**src/rtl/bounded_double_ended_queue_macros.svh**
```systemverilog
// Assertion macros for the bounded double-ended queue.
// Included by the top level; no other dependencies.
`ifndef BOUNDED_DOUBLE_ENDED_QUEUE_MACROS_SVH
`define BOUNDED_DOUBLE_ENDED_QUEUE_MACROS_SVH
`ifndef SYNTH
`define BDQ_ASSERT_SAME(lbl, clk, rst, ante, cons) \
  lbl: assert property (@(posedge clk) disable iff (rst) (ante) |-> (cons)) \
    else $error("bdq assertion failed");
`define BDQ_ASSERT_NEXT(lbl, clk, rst, ante, cons) \
  lbl: assert property (@(posedge clk) disable iff (rst) (ante) |=> (cons)) \
    else $error("bdq assertion failed");
`else
`define BDQ_ASSERT_SAME(lbl, clk, rst, ante, cons)
`define BDQ_ASSERT_NEXT(lbl, clk, rst, ante, cons)
`endif
`endif

```
**src/rtl/bdq_pkg.sv**
```systemverilog
// Shared constants, operation codes and inter-module structs for the
// bounded double-ended queue. No dependencies.
package bdq_pkg;

  localparam int DEPTH    = 1024;
  localparam int IDX_W    = $clog2(DEPTH);
  localparam int CNT_W    = $clog2(DEPTH + 1);
  localparam int DATA_W   = 32;
  localparam int KIND_W   = 3;
  localparam int CAP_W    = 11;
  localparam int COUNT_W  = 11;
  localparam int CMP_W    = (CNT_W > CAP_W) ? CNT_W : CAP_W;
  localparam int PADDR_W  = 3;
  localparam int PDATA_W  = 32;

  localparam logic [CAP_W-1:0] CAP_RESET = CAP_W'(1024);

  // register indexes on the config port
  localparam logic REG_CAPACITY = 1'b0;

  typedef enum logic [KIND_W-1:0] {
    KIND_INS_FRONT = 3'd0,
    KIND_INS_REAR  = 3'd1,
    KIND_DEL_FRONT = 3'd2,
    KIND_DEL_REAR  = 3'd3,
    KIND_QUERY     = 3'd4
  } kind_t;

  typedef struct packed {
    logic              we;
    logic [IDX_W-1:0]  addr;
    logic [DATA_W-1:0] data;
  } wr_req_t;

  typedef struct packed {
    logic [IDX_W-1:0] front_addr;
    logic [IDX_W-1:0] rear_addr;
  } rd_req_t;

  typedef struct packed {
    logic             ok;
    logic             empty;
    logic             full;
    logic [CNT_W-1:0] count;
  } status_t;

endpackage

```
**src/rtl/bdq_ctrl.sv**
```systemverilog
// Pointer and count state of the queue, plus the per-request decode that
// produces the store write, the read addresses and the status. Uses bdq_pkg.
module bdq_ctrl (
  input  logic                          clk,
  input  logic                          rst,
  input  logic                          step,
  input  logic [bdq_pkg::KIND_W-1:0]    kind,
  input  logic [bdq_pkg::DATA_W-1:0]    value,
  input  logic [bdq_pkg::CAP_W-1:0]     capacity,
  output bdq_pkg::wr_req_t              wr,
  output bdq_pkg::rd_req_t              rd,
  output bdq_pkg::status_t              sts,
  output logic                          is_idle
);
  import bdq_pkg::*;

  logic [IDX_W-1:0] head, head_next;
  logic [IDX_W-1:0] tail, tail_next;
  logic [CNT_W-1:0] cnt, cnt_next;
  logic             full_cur;
  logic             empty_cur;
  logic             ok;
  logic             we;
  logic [IDX_W-1:0] waddr;

  function automatic logic [IDX_W-1:0] idx_inc(input logic [IDX_W-1:0] i);
    return (i == IDX_W'(DEPTH - 1)) ? '0 : i + IDX_W'(1);
  endfunction

  function automatic logic [IDX_W-1:0] idx_dec(input logic [IDX_W-1:0] i);
    return (i == '0) ? IDX_W'(DEPTH - 1) : i - IDX_W'(1);
  endfunction

  // capacity above DEPTH saturates; zero capacity reads as always full
  function automatic logic is_at_limit(input logic [CNT_W-1:0] c,
                                       input logic [CAP_W-1:0] cap);
    return (CMP_W'(c) >= CMP_W'(cap)) || (c == CNT_W'(DEPTH));
  endfunction

  assign full_cur  = is_at_limit(cnt, capacity);
  assign empty_cur = (cnt == '0);
  assign is_idle   = empty_cur;

  always_comb begin
    head_next = head;
    tail_next = tail;
    cnt_next  = cnt;
    ok        = 1'b0;
    we        = 1'b0;
    waddr     = tail;
    unique case (kind_t'(kind))
      KIND_INS_FRONT: begin
        if (!full_cur) begin
          head_next = idx_dec(head);
          waddr     = head_next;
          we        = 1'b1;
          cnt_next  = cnt + CNT_W'(1);
          ok        = 1'b1;
        end
      end
      KIND_INS_REAR: begin
        if (!full_cur) begin
          waddr     = tail;
          tail_next = idx_inc(tail);
          we        = 1'b1;
          cnt_next  = cnt + CNT_W'(1);
          ok        = 1'b1;
        end
      end
      KIND_DEL_FRONT: begin
        if (!empty_cur) begin
          head_next = idx_inc(head);
          cnt_next  = cnt - CNT_W'(1);
          ok        = 1'b1;
        end
      end
      KIND_DEL_REAR: begin
        if (!empty_cur) begin
          tail_next = idx_dec(tail);
          cnt_next  = cnt - CNT_W'(1);
          ok        = 1'b1;
        end
      end
      KIND_QUERY: begin
        ok = 1'b1;
      end
      default: begin
        ok = 1'b0;
      end
    endcase
  end

  assign wr.we    = step && we;
  assign wr.addr  = waddr;
  assign wr.data  = value;

  assign rd.front_addr = head_next;
  assign rd.rear_addr  = idx_dec(tail_next);

  assign sts.ok    = ok;
  assign sts.empty = (cnt_next == '0);
  assign sts.full  = is_at_limit(cnt_next, capacity);
  assign sts.count = cnt_next;

  always_ff @(posedge clk) begin
    if (rst) begin
      head <= '0;
      tail <= '0;
      cnt  <= '0;
    end else if (step) begin
      head <= head_next;
      tail <= tail_next;
      cnt  <= cnt_next;
    end
  end

endmodule

```
**config.mk**
```make
export PLATFORM = sky130hd
export DESIGN_NAME = bdq_ctrl
export DESIGN_NICKNAME = d
export VERILOG_FILES = /design/src/rtl/bounded_double_ended_queue_macros.svh /design/src/rtl/bdq_pkg.sv /design/src/rtl/bdq_ctrl.sv
export SDC_FILE = /design/constraint.sdc
export NUM_CORES = 1
export LEC_CHECK = 0
export BUFFER_PORTS_ARGS = -buffer_cell sky130_fd_sc_hd__buf_2
export CELL_PAD_IN_SITES_DETAIL_PLACEMENT = 1
export CELL_PAD_IN_SITES_GLOBAL_PLACEMENT = 1
export CORE_MARGIN = 2
export CORE_UTILIZATION = 35
export CTS_CLUSTER_DIAMETER = 40
export DETAILED_ROUTE_END_ITERATION = 10
export GPL_TIMING_DRIVEN = 0
export PLACE_DENSITY = 0.82
export SYNTH_ARGS = -nofsm -noshare
export SYNTH_HDL_FRONTEND = slang
export SYNTH_SLANG_ARGS = --single-unit
```
**constraint.sdc**
```tcl
create_clock -name clk -period 5.2 [get_ports clk]
set_input_delay 0.78 -clock clk [delete_from_list [all_inputs] [get_ports clk]]
set_output_delay 0.78 -clock clk [all_outputs]
set_load 0.005 [all_outputs]
```
==> key figures <==
Timing
  – Worst Tran Pin Value: 0.861 ns
  – WHS: 0.580 ns
  – Skew final: 0.00293 ns
  – Final period utilization: 99.7%
  – Slew margin rel.: 42.3%
  – Final setup viols: 0
  – Max Slew Vio Count: 0
  – RSZ-0062 raised after global routing: yes
  – Hold Fails Final Rpt: 0
  – Tmin final: 5.19 ns
  – F_max: 193 MHz

Detailed routing
  – Initial drt markers: 385
  – DRT Pass-1 Iters: 5
  – Top Layer Used: met4
  – Vias: 5,203
  – DR WL/cell: 19.9 um
  – Met2 WL post-DR: 8570 um
  – Routed Antenna Nets: 0
  – DRC errors left: 0
  – Total routed wirelength: 17,300 um
  – Met1 Routed Length: 6930 um
  – Met3 routed wirelength: 1220 um
  – DR vias/cell: 5.99

Final layout
  – Most frequent cells in the layout: buf_2, nor2_1, nand2_1, buf_4, dfxtp_1
  – Total Nets Final: 800
  – Ant diodes: 0
  – Share of cells above drive strength 1: 30.6%
  – Area growth syn-to-layout: 27.1%
  – Commonest non-fill, non-tap cell in the layout: buf_2

Placed design
  – Dpl hpwl: 12,500 um
  – Routability Congestion: 0.951
  – Port Buffer Count: 91

Logic synthesis
  – Syn Std Cell Area: 4230 um2
  – Post-Syn Nets: 687
  – Ys Warns: 0
  – Synth async-reset ratio: 0%
  – EDFF count, synth: 0
  – Synth cell types: 74
  – Syn avg cell area: 6.96 um2
  – Ys flop type: dfxtp_1
  – Cells after Synth: 608
  – Post-synthesis sequential area ratio: 14.7%
  – Yosys reg bits: 31

Global routing
  – Antenna violations before repair: 0
  – First-pass GRT wire length: 26,200 um
  – Largest net degree at the start of global routing: 11
  – Grt ovf: 0
  – Aggregate global-route resource usage: 25.3%
  – Vias in the first global route: 4,922

Die
  – Core area: 11,900 um2
  – Initial Util: 35.5%
  – Die X: 114 um
  – Full die area: 13,000 um2
  – FP Rows: 40
  – Chip Height: 114 um
  – I/O Pins: 127

Clock tree
  – Root Buffer: clkbuf_16
  – CTS Sinks: 31
  – Reg clk slew, reported paths: 0.06 ns
  – Later-pin clock latency in the skew report: 0.28 ns
  – CTS tree: built
  – H-Tree Depth: 2
  – Clock Path Buffers: 2
  – TritonCTS Buffers: 5

Worst setup path
  – CP delay by family, top: compound AO/OA/AOI/OAI gates
  – Worst path depth: 21
  – Critical path's slowest cell: a221o_1
  – CP Class: input pin to output port
  – Worst setup endpoint: sts[11]
  – Buf/Inv on CP: 4
  – FF-to-FF Start: cnt[6]
  – CP Capture Type: output port
  – CP Max Fanout: 3
  – CP Cell Sequence: buf_2, inv_1, ha_1, a21o_1, a221o_1, a41oi_4, o211ai_1, buf_4, a21oi_4, a2bb2oi_2, ha_1, nor2b_4, o21a_1, o21a_1, o21ai_2, a21oi_2, o21a_1, o21ai_1, a21oi_1, a311o_1, buf_2
  – CP peak stage delay: 0.39 ns
  – Critical path launch point type: input pin
  – Critical Path AT: 4.41 ns
  – Worst r2r dst: head[7]
  – Reg2reg path depth: 11
  – Cell mode on critical path: o21a_1
  – R2R Setup Slk: 1.92 ns
  – Worst Path Required: 4.42 ns
  – Worst setup startpoint: capacity[3]

Power
  – Leakage: 0.00241 uW
  – Peak VDD IR: 0.130 mV
  – PD cells: 238 nW/um2
  – Total Power: 1280 uW

Run status
  – Status: complete, no violations

Hold path
  – Hold Crit Class: register to register
  – Hold_sp: tail[9]

Run
  – Max_cap viols: 0
cells in the mapped netlist, drive strengths merged, types with 6 or more instances:
cell | instances | area (um2)
dfxtp | 31 | 621
o21ai | 36 | 180
a211oi | 17 | 128
or2 | 7 | 43.8
inv | 28 | 105
nand3 | 27 | 150
o211ai | 7 | 57.6
o21a | 8 | 60.1
nand2 | 61 | 239
nor3 | 18 | 95.1
xor2 | 16 | 140
and3 | 6 | 37.5
clkbuf | 31 | 116
nor2 | 75 | 282
xnor2 | 16 | 140
nor4 | 7 | 56.3
ha | 30 | 375
or3 | 14 | 87.6
o31ai | 6 | 58.8
a31oi | 8 | 50.1
buf | 44 | 309
a21oi | 27 | 139
mux2i | 7 | 70.1
worst register-to-register path: stages (launching register included):
cell	delay [ns]
dfxtp_1	0.57
ha_4	0.27
and2_4	0.13
a221o_1	0.36
a41oi_4	0.25
o211ai_1	0.20
clkbuf_4	0.28
nor2_1	0.44
o21ai_0	0.27
o211ai_1	0.21
mux2i_1	0.13
nor2_1	0.11
routing by layer:
layer	track usage (%)	vias up
met5	0	-
met4	8.70	0
met3	3.35	52
met2	44.6	277
met1	31.7	2490
li1	-	2384
final cells by class:
type	count	area (um2)
Buffer	73	423
Clock buffer	6	129
Clock inverter	2	12.5
Fill cell	1563	6530
Inverter	28	108
Multi-Input combinational cell	474	3310
Sequential cell	31	623
Tap cell	147	184
Timing Repair Buffer	108	593
per-stage QoR:
| step | TNS [ns] | area, um2 | std cells | util, % | setup slack [ns] |
|---|---|---|---|---|---|
| final | 0 | 5380 | 869 | 45.2 | 0.0146 |
| after global routing | -0.127 | 5380 | 869 | 45.2 | -0.127 |
| after CTS | 0 | 5260 | 865 | 44.1 | 0.0308 |
| after detailed placement | -1.31 | 4870 | 846 | 40.9 | -0.818 |
| after global placement | -0.766 | 4870 | 846 | 40.9 | -0.766 |
| after floorplan | 0 | 4230 | 608 | - | 0.193 |
registers in the layout (all words and copies together) (netlist names):
name	count
tail	10
cnt	11
head	10
logic make-up after synthesis:
group                      synth area share, %
DFF                                       14.7
buffers and inverters                     12.5
xor gates and xnor gates                  6.62
AOI/OAI and AO/OA                         24.6
and+or+nand+nor                           31.1
muxes                                     1.66
adders and majority gates                 8.87
report_power, final:
| part | switching, uW | internal (uW) | total (uW) |
|---|---|---|---|
| Combinational | 410 | 301 | 711 |
| Sequential | 21.5 | 254 | 275 |
| Clock | 119 | 177 | 296 |
| Total | 551 | 732 | 1280 |
worst min-delay path by stage:
| stage | to | slack (ns) | depth (start not counted) |
|---|---|---|---|
| 5_1_grt | tail[1] | 0.60 | 2 |
| 3_3_place_gp | tail[1] | 0.54 | 2 |
| 2_1_floorplan | tail[1] | 0.50 | 2 |
| 3_5_place_dp | tail[9] | 0.56 | 2 |
| 4_1_cts | head[4] | 0.57 | 2 |
| 6_report | tail[9] | 0.58 | 2 |
what timing repair did:
| item | CTS | global route |
|---|---|---|
| setup buffers | 12 | 5 |
| pin swaps | 24 | 13 |
| resized for setup | 42 | 18 |
| gates cloned | 0 | 0 |
| setup endpoints to repair | 12 | 12 |
| hold buffers | 0 | 0 |
Note: power is estimated with default switching activity, not from simulation.
